**src/hw/rtl/dls_pkg.sv**
```systemverilog
// Shared types, constants and helpers for the delimiter stripper.
// No dependencies; every other file of the block imports this package.
package dls_pkg;

   localparam int unsigned DLS_MAX_DELIM_LEN = 4;
   // Wide enough for any clamped delimiter length up to eight.
   localparam int unsigned DLS_LEN_W = 4;

   typedef enum logic [1:0] {
      CSR_A_BYTES  = 2'd0,
      CSR_A_LENGTH = 2'd1,
      CSR_B_BYTES  = 2'd2,
      CSR_B_LENGTH = 2'd3
   } dls_csr_index_type;

   typedef struct packed {
      logic [7:0] in_byte;
      logic       in_message_end;
   } dls_req_type;

   typedef struct packed {
      logic [7:0] out_byte;
      logic       out_valid;
      logic       run_last;
      logic       message_end;
   } dls_rsp_type;

   // One stage of the output chain.
   typedef struct packed {
      logic        full;
      dls_rsp_type beat;
   } dls_slot_type;

   typedef struct packed {
      logic [31:0] a_bytes;
      logic [2:0]  a_length;
      logic [31:0] b_bytes;
      logic [2:0]  b_length;
   } dls_cfg_type;

   // Zero length acts as one, anything above the maximum acts as the maximum.
   function automatic logic [DLS_LEN_W-1:0] dls_len(input logic [2:0] raw,
                                                    input logic [DLS_LEN_W-1:0] max_len);
      logic [DLS_LEN_W-1:0] ext;
      ext = DLS_LEN_W'(raw);
      if (raw == 3'd0) begin
         return DLS_LEN_W'(1);
      end else if (ext > max_len) begin
         return max_len;
      end
      return ext;
   endfunction

   // Byte k of a delimiter word; positions past the word read as zero.
   function automatic logic [7:0] dls_byte(input logic [31:0] bytes,
                                           input logic [DLS_LEN_W-1:0] k);
      logic [7:0] sel;
      unique case (k[1:0])
         2'd0: sel = bytes[7:0];
         2'd1: sel = bytes[15:8];
         2'd2: sel = bytes[23:16];
         default: sel = bytes[31:24];
      endcase
      return (k < DLS_LEN_W'(4)) ? sel : 8'h00;
   endfunction

endpackage

```
**src/hw/rtl/dls_beat_cell.sv**
```systemverilog
// One stage of the output chain of the delimiter stripper.
// Depends on dls_pkg for the slot and beat types.
module dls_beat_cell
   import dls_pkg::*;
(
   input  logic         clock,
   input  logic         reset,
   input  logic         pop,
   input  logic         load,
   input  dls_rsp_type  load_beat,
   input  dls_slot_type next,
   output dls_slot_type slot
);

   dls_slot_type slot_ff;
   dls_slot_type slot_in;

   always_comb begin
      priority if (load) begin
         slot_in.full = 1'b1;
         slot_in.beat = load_beat;
      end else if (pop) begin
         slot_in = next;
      end else begin
         slot_in = slot_ff;
      end
   end

   always_ff @(posedge clock) begin
      if (reset) begin
         slot_ff <= '0;
      end else begin
         slot_ff <= slot_in;
      end
   end

   assign slot = slot_ff;

endmodule

```
**src/hw/rtl/dls_scan.sv**
```systemverilog
// Candidate tracking for the delimiter stripper: pending byte cells, count,
// delimiter flags, and the burst of beats one input byte produces. Uses dls_pkg.
module dls_scan
   import dls_pkg::*;
#(
   parameter int unsigned MAX_DELIM_LEN = DLS_MAX_DELIM_LEN,
   localparam int unsigned CNT_W = $clog2(MAX_DELIM_LEN),
   localparam int unsigned NW    = $clog2(MAX_DELIM_LEN + 1)
) (
   input  logic                            clock,
   input  logic                            reset,
   input  logic                            accept,
   input  dls_req_type                     req,
   input  dls_cfg_type                     cfg,
   output dls_rsp_type [MAX_DELIM_LEN-1:0] emit,
   output logic [NW-1:0]                   emit_n
);

   localparam int unsigned PEND_D = MAX_DELIM_LEN - 1;

   logic [CNT_W-1:0] count_ff, count_in;
   logic [1:0]       flags_ff, flags_in;
   logic [7:0]       pend_ff [PEND_D];

   logic store, emit_data, marker;

   always_comb begin
      logic [DLS_LEN_W-1:0] max_len, cnt_x, len_a, len_b;
      logic                 first_a, first_b, ok_a, ok_b, match_a, match_b;
      logic                 found, match;
      max_len = DLS_LEN_W'(MAX_DELIM_LEN);
      cnt_x   = DLS_LEN_W'(count_ff);
      len_a   = dls_len(cfg.a_length, max_len);
      len_b   = dls_len(cfg.b_length, max_len);
      first_a = (cfg.a_bytes[7:0] == req.in_byte);
      first_b = (cfg.b_bytes[7:0] == req.in_byte);
      ok_a    = flags_ff[0] && (cnt_x < len_a)
                && (dls_byte(cfg.a_bytes, cnt_x) == req.in_byte);
      ok_b    = flags_ff[1] && (cnt_x < len_b)
                && (dls_byte(cfg.b_bytes, cnt_x) == req.in_byte);
      match_a = ok_a && (len_a == cnt_x + DLS_LEN_W'(1));
      match_b = ok_b && (len_b == cnt_x + DLS_LEN_W'(1));
      found   = 1'b0;
      match   = 1'b0;
      flags_in  = flags_ff;
      store     = 1'b0;
      emit_data = 1'b0;

      if (count_ff == '0) begin
         flags_in  = flags_ff | {first_b, first_a};
         emit_data = !(first_a || first_b);
         store     = (first_a || first_b)
                     && !((first_a && len_a == DLS_LEN_W'(1))
                          || (first_b && len_b == DLS_LEN_W'(1)));
      end else begin
         // Check A first; a completed A leaves the B flag untouched.
         flags_in[0] = ok_a;
         if (match_a) begin
            found = 1'b1;
            match = 1'b1;
         end else begin
            flags_in[1] = ok_b;
            found = ok_a || ok_b;
            match = match_b;
         end
         store     = found && !match;
         emit_data = !found;
      end

      count_in = store ? count_ff + CNT_W'(1) : '0;

      // Message end flushes a freshly stored candidate and clears everything.
      marker = 1'b0;
      if (req.in_message_end) begin
         emit_data = emit_data || store;
         marker    = !emit_data;
         count_in  = '0;
         flags_in  = '0;
      end
   end

   always_ff @(posedge clock) begin
      if (reset) begin
         count_ff <= '0;
         flags_ff <= '0;
      end else if (accept) begin
         count_ff <= count_in;
         flags_ff <= flags_in;
      end
   end

   for (genvar k = 0; k < PEND_D; k++) begin : g_pend
      always_ff @(posedge clock) begin
         if (accept && store && count_ff == CNT_W'(k)) begin
            pend_ff[k] <= req.in_byte;
         end
      end
   end

   // Burst layout: held bytes first, then the current byte at position count.
   for (genvar k = 0; k < MAX_DELIM_LEN; k++) begin : g_emit
      logic [7:0] data_k;
      logic       last_k;
      if (k < PEND_D) begin : g_held
         assign data_k = (CNT_W'(k) < count_ff) ? pend_ff[k] : req.in_byte;
      end else begin : g_cur
         assign data_k = req.in_byte;
      end
      assign last_k              = marker || (CNT_W'(k) == count_ff);
      assign emit[k].out_byte    = marker ? 8'h00 : data_k;
      assign emit[k].out_valid   = !marker;
      assign emit[k].run_last    = last_k;
      assign emit[k].message_end = last_k && req.in_message_end;
   end

   assign emit_n = marker    ? NW'(1) :
                   emit_data ? NW'(count_ff) + NW'(1) : '0;

endmodule

```
**src/hw/rtl/delimiter_stripper.sv**
```systemverilog
// Delimiter stripper top level: register port, candidate scan, output chain.
// Depends on dls_pkg, dls_scan and dls_beat_cell.
//
//   channel   direction  handshake        carries
//   req_      in         valid / stall    dls_req_type  (one raw byte)
//   rsp_      out        valid / stall    dls_rsp_type  (one kept byte or end marker)
//   csr_      in         valid / ready    register index and 32-bit write data
//
// One byte is taken per cycle while req_stall is low; its decision is made in the cycle it is taken.
// Each byte yields zero to MAX_DELIM_LEN beats, loaded at once into a chain of
// 2*MAX_DELIM_LEN stages that drains one beat per cycle at rsp_ while rsp_stall is low.
// req_stall rises while more than MAX_DELIM_LEN beats are queued, so replay
// bursts and a stalled rsp_ throttle the input; otherwise bytes flow one a cycle.
// Reset (synchronous, active high) empties the chain, clears the candidate and
// restores the registers; csr_ready is always high.
module delimiter_stripper
   import dls_pkg::*;
#(
   parameter int unsigned MAX_DELIM_LEN = DLS_MAX_DELIM_LEN
) (
   input  logic        clock,
   input  logic        reset,
   input  logic        req_valid,
   output logic        req_stall,
   input  dls_req_type req_payload,
   output logic        rsp_valid,
   input  logic        rsp_stall,
   output dls_rsp_type rsp_payload,
   input  logic        csr_valid,
   output logic        csr_ready,
   input  logic [1:0]  csr_index,
   input  logic [31:0] csr_data
);

   localparam int unsigned DEPTH = 2 * MAX_DELIM_LEN;
   localparam int unsigned OW    = $clog2(DEPTH + 1);
   localparam int unsigned CNT_W = $clog2(MAX_DELIM_LEN);
   localparam int unsigned NW    = $clog2(MAX_DELIM_LEN + 1);

   dls_cfg_type cfg_ff;

   assign csr_ready = 1'b1;

   always_ff @(posedge clock) begin
      if (reset) begin
         cfg_ff.a_bytes  <= '0;
         cfg_ff.a_length <= 3'd1;
         cfg_ff.b_bytes  <= '0;
         cfg_ff.b_length <= 3'd1;
      end else if (csr_valid && csr_ready) begin
         unique case (csr_index)
            CSR_A_BYTES:  cfg_ff.a_bytes  <= csr_data;
            CSR_A_LENGTH: cfg_ff.a_length <= csr_data[2:0];
            CSR_B_BYTES:  cfg_ff.b_bytes  <= csr_data;
            CSR_B_LENGTH: cfg_ff.b_length <= csr_data[2:0];
         endcase
      end
   end

   logic                            accept, pop;
   dls_rsp_type [MAX_DELIM_LEN-1:0] emit;
   logic [NW-1:0]                   emit_n;
   logic [OW-1:0]                   occ_ff, occ_in, base;
   dls_slot_type                    slots [DEPTH+1];

   assign req_stall = (occ_ff > OW'(MAX_DELIM_LEN));
   assign accept    = req_valid && !req_stall;
   assign rsp_valid = slots[0].full;
   assign rsp_payload = slots[0].beat;
   assign pop       = rsp_valid && !rsp_stall;

   dls_scan #(
      .MAX_DELIM_LEN(MAX_DELIM_LEN)
   ) u_scan (
      .clock (clock),
      .reset (reset),
      .accept(accept),
      .req   (req_payload),
      .cfg   (cfg_ff),
      .emit  (emit),
      .emit_n(emit_n)
   );

   // New beats land right behind whatever is left after this cycle's pop.
   assign base   = occ_ff - OW'(pop);
   assign occ_in = base + (accept ? OW'(emit_n) : '0);

   always_ff @(posedge clock) begin
      if (reset) begin
         occ_ff <= '0;
      end else begin
         occ_ff <= occ_in;
      end
   end

   assign slots[DEPTH] = '0;

   for (genvar i = 0; i < DEPTH; i++) begin : g_chain
      logic [OW-1:0] off;
      logic          load;
      assign off  = OW'(i) - base;
      assign load = accept && (OW'(i) >= base) && (off < OW'(emit_n));

      dls_beat_cell u_cell (
         .clock    (clock),
         .reset    (reset),
         .pop      (pop),
         .load     (load),
         .load_beat(emit[off[CNT_W-1:0]]),
         .next     (slots[i+1]),
         .slot     (slots[i])
      );
   end

   a_occ_bound: assert property (@(posedge clock) disable iff (reset)
      occ_ff <= OW'(DEPTH))
      else $error("output chain overfilled");

   a_occ_head: assert property (@(posedge clock) disable iff (reset)
      (occ_ff != '0) == rsp_valid)
      else $error("chain head disagrees with occupancy");

   a_end_last: assert property (@(posedge clock) disable iff (reset)
      rsp_valid && rsp_payload.message_end |-> rsp_payload.run_last)
      else $error("message end beat is not last of its burst");

   a_marker: assert property (@(posedge clock) disable iff (reset)
      rsp_valid && !rsp_payload.out_valid |->
         rsp_payload.message_end && rsp_payload.out_byte == 8'h00)
      else $error("end marker malformed");

endmodule

```
**config.mk**
```make
export PLATFORM = sky130hd
export DESIGN_NAME = delimiter_stripper
export DESIGN_NICKNAME = d
export VERILOG_FILES = /design/src/hw/rtl/dls_pkg.sv /design/src/hw/rtl/dls_beat_cell.sv /design/src/hw/rtl/dls_scan.sv /design/src/hw/rtl/delimiter_stripper.sv
export SDC_FILE = /design/constraint.sdc
export NUM_CORES = 1
export LEC_CHECK = 0
export BUFFER_PORTS_ARGS = -buffer_cell sky130_fd_sc_hd__clkbuf_2
export CELL_PAD_IN_SITES_DETAIL_PLACEMENT = 2
export CELL_PAD_IN_SITES_GLOBAL_PLACEMENT = 2
export CORE_MARGIN = 4
export CORE_UTILIZATION = 35
export DETAILED_ROUTE_END_ITERATION = 8
export MAX_ROUTING_LAYER = met4
export PLACE_DENSITY_LB_ADDON = 0.1
export SYNTH_ARGS = -nofsm -noshare
export SYNTH_HDL_FRONTEND = slang
export SYNTH_HIERARCHICAL = 1
export SYNTH_SLANG_ARGS = --single-unit
```
**constraint.sdc**
```tcl
create_clock -name clock -period 6.8 [get_ports clock]
set_input_delay 0.68 -clock clock [delete_from_list [all_inputs] [get_ports clock]]
set_output_delay 0.68 -clock clock [all_outputs]
set_load 0.01 [all_outputs]
```
Yosys cells after proc, flatten, opt, wreduce, memory -nomap -nowiden:

Memories as Yosys holds them, arrays and structs flattened.
Cells that the tools add are included.

* multiplexer cells: 79
* multiply operators: 0
* order comparisons: 32
* reductions and logical operators: 71
* equality and inequality tests: 17
* bitwise operators: 1
* divide/modulo/power cells: 0
* shift operators: 0
* add/sub/neg operators: 13

Operator list (number)
* 12-bit two-way mux: 16
* 11-bit binary-select mux with 2-bit select: 8
* 11-bit two-way mux: 8
* 8-bit two-way mux: 9
* 8-bit case mux with 3 select lines: 2
* 1-bit logical AND: 36
* 8-bit equality test: 4
* 4-bit by 3-bit less-than comparator with 1-bit output: 8
* 2-bit by 3-bit less-than comparator with 1-bit output, second input constant: 8
* 4-bit two-way mux: 6
* 1-bit two-way mux: 21
* 3-bit by 4-bit >= comparator with 1-bit output, first input constant: 4
* 2-bit nonzero test: 8
* 8-bit OR reduction: 2
* 3-bit by 4-bit subtractor with 4-bit output, first input constant: 4
* 2-bit two-way mux: 6
* 2-bit AND reduction: 5
* 3-bit two-way mux: 3
* 4-bit by 1-bit equality test with 1-bit output, second input constant: 2
* 4-bit equality test: 2
* 1-bit by 4-bit >= comparator with 1-bit output, first input constant: 2
* 2-bit by 4-bit >= comparator with 1-bit output, first input constant: 2
* 1-bit zero test: 8
* 1-bit logical OR: 8
* 19 further kinds: 31

* memory bits (read-only): 0
* word-level logic and storage cells: 262
* bits in latches: 0
* memory bits (writable): 24
* memories kept: 1
* register bits after elaboration: 174

Memory list
* u_scan.pend_ff: words 3, bits a word 8, rd ports 3, clocked after Yosys merged registers in 0, write ports 1, line dls_scan.sv:23 `logic [7:0] pend_ff [PEND_D];`

Logic depth before layout (Yosys ltp):

* depth in word-level cells: 21
* depth in mapped cells: 22

Cells and area by module:

Netlist, hierarchy kept.

Modules (own cells, without submodules)
* delimiter_stripper: sequential area each 1481.4 µm², area an instance 4652.0 µm², cells an instance 539, times used 1
* dls_beat_cell: sequential area each 240.2 µm², area an instance 543.0 µm², cells an instance 52, times used 8
* dls_scan: sequential area each 800.8 µm², area an instance 2738.9 µm², cells an instance 293, times used 1

Least setup slack after synthesis:

No wires, ideal clock.

* path type: input -> register
* start: input port rsp_stall
* end: register g_chain[4].u_cell.slot_ff, in the netlist g_chain[4].u_cell/slot[0]
* arrival: 5.643 ns
* data required time: 6.714 ns
* setup time: 0.086 ns
* setup slack: 1.071 ns
* stages: 16
* buffers on the path: 3
* path through: nor2b_1 > ha_1 > xnor2_2 > buf_2 > inv_1 > ha_1 > buf_1 > inv_1 > ha_1 > a21boi_0 > o21ai_0 > nand2_1 > a2111oi_2 > inv_1 > clkbuf_1 > a211oi_1

* cells in the longest elaborated chain, start to end: 7
* elaborated cells between the ends (all ways): 12

Ends and longest elaborated chain
* start: declaration: line delimiter_stripper.sv:27 `input logic rsp_stall,`
* 1-bit zero test (*): line delimiter_stripper.sv:70 `assign pop = rsp_valid && !rsp_stall;`
* 1-bit logical AND (*): line delimiter_stripper.sv:70
* 4-bit by 1-bit subtractor with 4-bit output (*): line delimiter_stripper.sv:85 `assign base = occ_ff - OW'(pop);`
* 3-bit by 4-bit subtractor with 4-bit output / 3-bit by 4-bit >= comparator with 1-bit output (equally long branches): line delimiter_stripper.sv:101, delimiter_stripper.sv:102
* 4-bit by 3-bit less-than comparator with 1-bit output / 1-bit logical AND (equally long branches): line delimiter_stripper.sv:102 `assign load = accept && (OW'(i) >= base) && (off < OW'(emit_n));`
* 1-bit logical AND (*): line delimiter_stripper.sv:102
* named net g_chain[4].load: line delimiter_stripper.sv:100 `logic load;`
* 12-bit two-way mux / 2-bit nonzero test (equally long branches)
* end signal: assignment: line dls_beat_cell.sv:33 `slot_ff <= slot_in;`
* end: declaration: line dls_beat_cell.sv:15 `dls_slot_type slot_ff;`

The timed path passes the listed nets; every way through them passes the cells marked *. The select of a mux whose other input is x is not followed.
A chain may end at the register's enable or synchronous reset.

Worst setup path in the final report:

* start: register u_scan.count_ff[0]
* end: register g_chain[5].u_cell.slot_ff, in the netlist g_chain[5].u_cell/slot[8]

* cells in the longest elaborated chain, start to end: 17
* elaborated cells between the ends (all ways): 51

Ends and longest elaborated chain
* start: declaration: line dls_scan.sv:21 `logic [CNT_W-1:0] count_ff, count_in;`
* start signal: assignment: line dls_scan.sv:87 `count_ff <= count_in;`
* 2-bit equality test, or another cell as far along: line dls_pkg.sv:58 `unique case (k[1:0])`
* 8-bit case mux with 3 select lines: line dls_pkg.sv:58
* 8-bit equality test, on equally long branches: line dls_scan.sv:40, dls_scan.sv:38
* 1-bit logical AND, on equally long branches: line dls_scan.sv:40, dls_scan.sv:38
* 1-bit logical AND, on equally long branches: line dls_scan.sv:42, dls_scan.sv:41
* 1-bit two-way mux: line dls_scan.sv:58 `if (match_a) begin`
* 1-bit two-way mux: line dls_scan.sv:49 `if (count_ff == '0) begin`
* 1-bit zero test: line dls_scan.sv:66 `store = found && !match;`
* [... 3 more ...]
* 1-bit two-way mux / 1-bit zero test (equally long branches): line dls_scan.sv:74, dls_scan.sv:76
* 3-bit two-way mux / 1-bit two-way mux (equally long branches): line dls_scan.sv:117, dls_scan.sv:74
* 3-bit two-way mux (*): line dls_scan.sv:116 `assign emit_n = marker ? NW'(1) :`
* named net emit_n[1]: line delimiter_stripper.sv:62 `logic [NW-1:0] emit_n;`
* 4-bit by 3-bit less-than comparator with 1-bit output (*): line delimiter_stripper.sv:102
* 1-bit logical AND (*): line delimiter_stripper.sv:102
* named net g_chain[5].load: line delimiter_stripper.sv:100
* 12-bit two-way mux / 2-bit nonzero test (equally long branches)
* end signal: assignment: line dls_beat_cell.sv:33
* end: declaration: line dls_beat_cell.sv:15

Marks and branches as above.

==> impl_metrics.prom <==
# TYPE chip_impl_metric gauge
chip_impl_metric{name="ir_worst_vdd",unit="mV"} 0.216
chip_impl_metric{name="swShare",unit="%"} 39.3
chip_impl_metric{name="cap_viol_max_count",unit=""} 0
chip_impl_info{name="leading_cell_types_in_the_layout_fill_and_taps_excluded",value="174 x sky130_fd_sc_hd__dfxtp_1, 151 x sky130_fd_sc_hd__mux2i_1, 146 x sky130_fd_sc_hd__nand2_1, 113 x sky130_fd_sc_hd__nor2b_1, 103 x sky130_fd_sc_hd__a211oi_1"} 1
chip_impl_metric{name="overflow",unit=""} 0
chip_impl_info{name="rsz_0062_raised_after_global_routing",value="no"} 1
chip_impl_info{name="clock_tree_root_buffer_cell",value="sky130_fd_sc_hd__clkbuf_16"} 1
chip_impl_info{name="cts_tree",value="built"} 1
chip_impl_metric{name="fin_cells",unit=""} 1706
chip_impl_metric{name="postRouteAntennaNets",unit=""} 0
chip_impl_info{name="most_common_cell_after_layout_fill_and_taps_aside",value="sky130_fd_sc_hd__dfxtp_1"} 1
chip_impl_metric{name="final_hold_viol_count",unit=""} 0
chip_impl_info{name="criticalPathCategory",value="flip-flop to flip-flop"} 1
chip_impl_metric{name="dp_cells",unit=""} 1674
chip_impl_metric{name="grt_pass1_vias",unit=""} 9911
chip_impl_metric{name="count_of_flip_flops_with_a_built_in_enable_after_synthesis",unit=""} 24
chip_impl_metric{name="first_pass_iters",unit=""} 5
chip_impl_metric{name="global_route_wire_length_before_repair",unit="um"} 58800
chip_impl_metric{name="period_minus_slack",unit="ns"} 6.18
chip_impl_metric{name="route.detailed.wl_per_inst",unit="um"} 21.7
chip_impl_metric{name="core_area",unit="mm2"} 0.0328
chip_impl_metric{name="synth_async_sr_flop_share",unit="%"} 0
chip_impl_metric{name="count_of_standard_cell_rows",unit=""} 66
chip_impl_info{name="ys.flop_type",value="sky130_fd_sc_hd__dfxtp_1"} 1
chip_impl_metric{name="cts_inserted_buffers",unit=""} 17
chip_impl_metric{name="internal-power",unit="mW"} 2.72
chip_impl_metric{name="fp.dieArea",unit="mm2"} 0.0365
chip_impl_metric{name="syn_area",unit="mm2"} 0.0117
chip_impl_metric{name="antenna_found_initial",unit=""} 0
chip_impl_metric{name="timing.critical_path.arrival",unit="ns"} 6.54
chip_impl_metric{name="groute.usage.overall",unit="%"} 21.2
chip_impl_metric{name="power.density",unit="mW/mm2"} 351
chip_impl_info{name="timing.critical_path.to_type",value="flip-flop"} 1
chip_impl_metric{name="gp_routability_congestion",unit=""} 0.834
chip_impl_metric{name="dr_total_vias",unit=""} 9106
chip_impl_metric{name="syn_inst",unit=""} 1248
chip_impl_metric{name="timing.critical_path.fanout_max",unit=""} 26
chip_impl_metric{name="clock_latency",unit="ns"} 0.47
chip_impl_metric{name="chipHeight",unit="um"} 191
chip_impl_metric{name="final_min_period_over_clock_period",unit="%"} 90.9
chip_impl_metric{name="report.final.slew_viol_count",unit=""} 0
chip_impl_metric{name="cts.repair_timing.setup_buffer_count",unit=""} 0
chip_impl_metric{name="grt_start_max_net_pins",unit=""} 91
chip_impl_metric{name="worst_setup_hold_path_clk_slew",unit="ns"} 0.08
chip_impl_metric{name="detailed_place_hpwl",unit="um"} 27600
chip_impl_metric{name="clk_path_buf_depth",unit=""} 2
chip_impl_metric{name="leakage",unit="nW"} 4.44
chip_impl_metric{name="fin_tns_setup",unit="ns"} 0
chip_impl_metric{name="power_switching",unit="mW"} 1.77
chip_impl_metric{name="data_required_time_of_the_critical_path",unit="ns"} 7.16
chip_impl_metric{name="cts-resized-gates",unit=""} 0
chip_impl_metric{name="yosysWarningCount",unit=""} 6
chip_impl_metric{name="final.setup_skew",unit="ns"} 0.0166
chip_impl_metric{name="io_buffer_count",unit=""} 60
chip_impl_metric{name="timing_worst_slew_pin_value",unit="ns"} 1.14
chip_impl_info{name="hp-class",value="input port to flip-flop"} 1
chip_impl_metric{name="share_of_post_route_cells_with_drive_strength_above_1",unit="%"} 13.5
chip_impl_metric{name="diodes",unit=""} 0
chip_impl_metric{name="initial_utilization",unit="%"} 35.8
chip_impl_metric{name="finish.utilization",unit="%"} 39.1
chip_impl_metric{name="drt-initial-drc-count",unit=""} 531
chip_impl_metric{name="p_seq_share",unit="%"} 34.1
chip_impl_metric{name="top_level_ports",unit=""} 62
chip_impl_metric{name="synth.distinct_cells",unit=""} 72
chip_impl_metric{name="cts_hold_repair.buffers",unit=""} 0
chip_impl_info{name="cp-start-kind",value="flip-flop"} 1
chip_impl_metric{name="htree_levels",unit=""} 4
chip_impl_metric{name="route.detailed.vias_per_inst",unit=""} 5.34
chip_impl_metric{name="power_share_of_the_combinational_group",unit="%"} 43.4
chip_impl_metric{name="die_width",unit="um"} 191
chip_impl_metric{name="areaGrowthSynthToFinish",unit="%"} 9.14
chip_impl_metric{name="relative_contribution_of_the_clock_network_to_total_power",unit="%"} 22.6
chip_impl_metric{name="detail_route.drc_violations",unit=""} 0
chip_impl_metric{name="mean_syn_cell_area",unit="um2"} 9.40
chip_impl_info{name="status",value="finished, final reports clean"} 1
chip_impl_metric{name="postSynthRegisterBits",unit=""} 198
chip_impl_metric{name="slew_headroom",unit="%"} 23.7
chip_impl_metric{name="finalSetupViolations",unit=""} 0
chip_impl_metric{name="finish.net_count",unit=""} 1330
chip_impl_metric{name="synth-seq-area-share",unit="%"} 35.8
chip_impl_metric{name="routed_wl",unit="um"} 37100
chip_impl_metric{name="fmaxAchievable",unit="GHz"} 0.162
chip_impl_metric{name="clock_net_sink_count",unit=""} 198
worst paths after layout:
check	start	end	slack, ns	cells past startpoint
max	u_scan/count_ff[0]$_SDFFE_PP0P_	g_chain[5].u_cell/slot[8]$_SDFFE_PP0P_	0.62	18
min	csr_data[9]	cfg_ff[12]$_SDFFE_PP0P_	0.44	3
max reg2reg	u_scan/count_ff[0]$_SDFFE_PP0P_	g_chain[5].u_cell/slot[8]$_SDFFE_PP0P_	0.62	18
min reg2reg	cfg_ff[30]$_SDFFE_PP0P_	cfg_ff[30]$_SDFFE_PP0P_	0.46	2
per-layer routing:
| metal | up-vias | track usage (%) | part of all wire (%) |
|---|---|---|---|
| met5 | - | - | 0 |
| met4 | 0 | 4.75 | 1.7 |
| met3 | 23 | 3.67 | 2.2 |
| met2 | 109 | 36.0 | 50 |
| met1 | 4544 | 26.7 | 46 |
| li1 | 4430 | - | - |
metrics by stage:
| step | worst slack, ns | hold slack [ns] | power [mW] | cell area (um2) |
|---|---|---|---|---|
| finish | 0.621 | 0.440 | 4.49 | 12800 |
| global route | 0.0564 | 0.432 | 4.81 | 12800 |
| CTS | 0.588 | 0.429 | 4.55 | 12800 |
| detailed placement | 0.705 | 0.451 | 3.52 | 12200 |
| global placement | 1.03 | 0.445 | 3.45 | 12200 |
| floorplan | 1.07 | 0.436 | 2.93 | 11800 |
kinds of logic (layout without fill, tap and decap cells):
family / count (synthesis) / after routing / synth area share [%]
mux: 186 / 186 / 19.4
fa+ha+maj: 31 / 31 / 3.37
buf+inv: 159 / 164 / 6.53
simple gates: 368 / 368 / 16.2
other cells: 2 / 13 / 0.0640
flops: 198 / 198 / 35.8
xor+xnor: 43 / 43 / 3.27
compound gates: 261 / 261 / 15.3
critical path, cell delays in order (launching register included):
cell and delay, ns:
sky130_fd_sc_hd__dfxtp_1 0.37, sky130_fd_sc_hd__inv_1 0.20, sky130_fd_sc_hd__ha_1 0.89, sky130_fd_sc_hd__a222oi_1 0.29
sky130_fd_sc_hd__mux2i_1 0.24, sky130_fd_sc_hd__xnor2_1 0.15, sky130_fd_sc_hd__nand4_1 0.17, sky130_fd_sc_hd__or3_1 0.44
sky130_fd_sc_hd__a2111oi_4 0.63, sky130_fd_sc_hd__or2_2 0.25, sky130_fd_sc_hd__a31o_2 0.19, sky130_fd_sc_hd__inv_1 0.08
sky130_fd_sc_hd__ha_1 0.32, sky130_fd_sc_hd__inv_1 0.06, sky130_fd_sc_hd__o21bai_1 0.12, sky130_fd_sc_hd__a2111oi_0 0.53
sky130_fd_sc_hd__o311a_1 0.51, sky130_fd_sc_hd__inv_1 0.32, sky130_fd_sc_hd__a211oi_1 0.30
registers in the layout (all words and copies together) (netlist names):
register and cells:
g_chain.u_cell/slot 96, cfg_ff 70, u_scan/pend_ff 24, occ_ff 4
u_scan/count_ff 2, u_scan/flags_ff 2
power by group through the flow:
stage | Sequential, mW | Clock [mW] | Combinational (mW)
floorplan | 1.49 | 0 | 1.44
detailed placement | 1.56 | 0 | 1.96
global route | 1.56 | 1.09 | 2.15
CTS | 1.53 | 1.04 | 1.98
global placement | 1.55 | 0 | 1.90
finish | 1.53 | 1.01 | 1.95
synth_stat cells, types with 6 or more instances:
master,instances,area share [%]
sky130_fd_sc_hd__nand2_1,146,4.7
sky130_fd_sc_hd__buf_2,14,0.60
sky130_fd_sc_hd__xnor2_1,22,1.6
sky130_fd_sc_hd__xor2_1,20,1.5
sky130_fd_sc_hd__buf_6,14,1.3
sky130_fd_sc_hd__mux4_2,33,6.3
sky130_fd_sc_hd__edfxtp_1,24,6.1
sky130_fd_sc_hd__nand2b_1,8,0.43
sky130_fd_sc_hd__nor2_1,38,1.2
sky130_fd_sc_hd__clkbuf_1,62,2.0
sky130_fd_sc_hd__a21oi_1,97,4.1
sky130_fd_sc_hd__dfxtp_1,174,30
sky130_fd_sc_hd__a222oi_1,16,1.4
sky130_fd_sc_hd__inv_1,49,1.6
sky130_fd_sc_hd__buf_1,6,0.19
sky130_fd_sc_hd__nor4_1,6,0.32
sky130_fd_sc_hd__mux2i_1,151,13
sky130_fd_sc_hd__or2_1,6,0.32
sky130_fd_sc_hd__nor2b_1,114,6.1
sky130_fd_sc_hd__buf_4,11,0.70
sky130_fd_sc_hd__a211oi_1,103,6.6
sky130_fd_sc_hd__o21ai_0,9,0.38
sky130_fd_sc_hd__ha_1,30,3.2
sky130_fd_sc_hd__nand3_1,6,0.26
area by class of cell:
type	instances	area (um2)
Clock inverter	13	121
Fill cell	3626	20000
Multi-Input combinational cell	902	6830
Inverter	52	200
Sequential cell	198	4200
Clock buffer	19	443
Tap cell	442	553
Timing Repair Buffer	80	457
No activity file was read; power rests on OpenSTA's default activity.
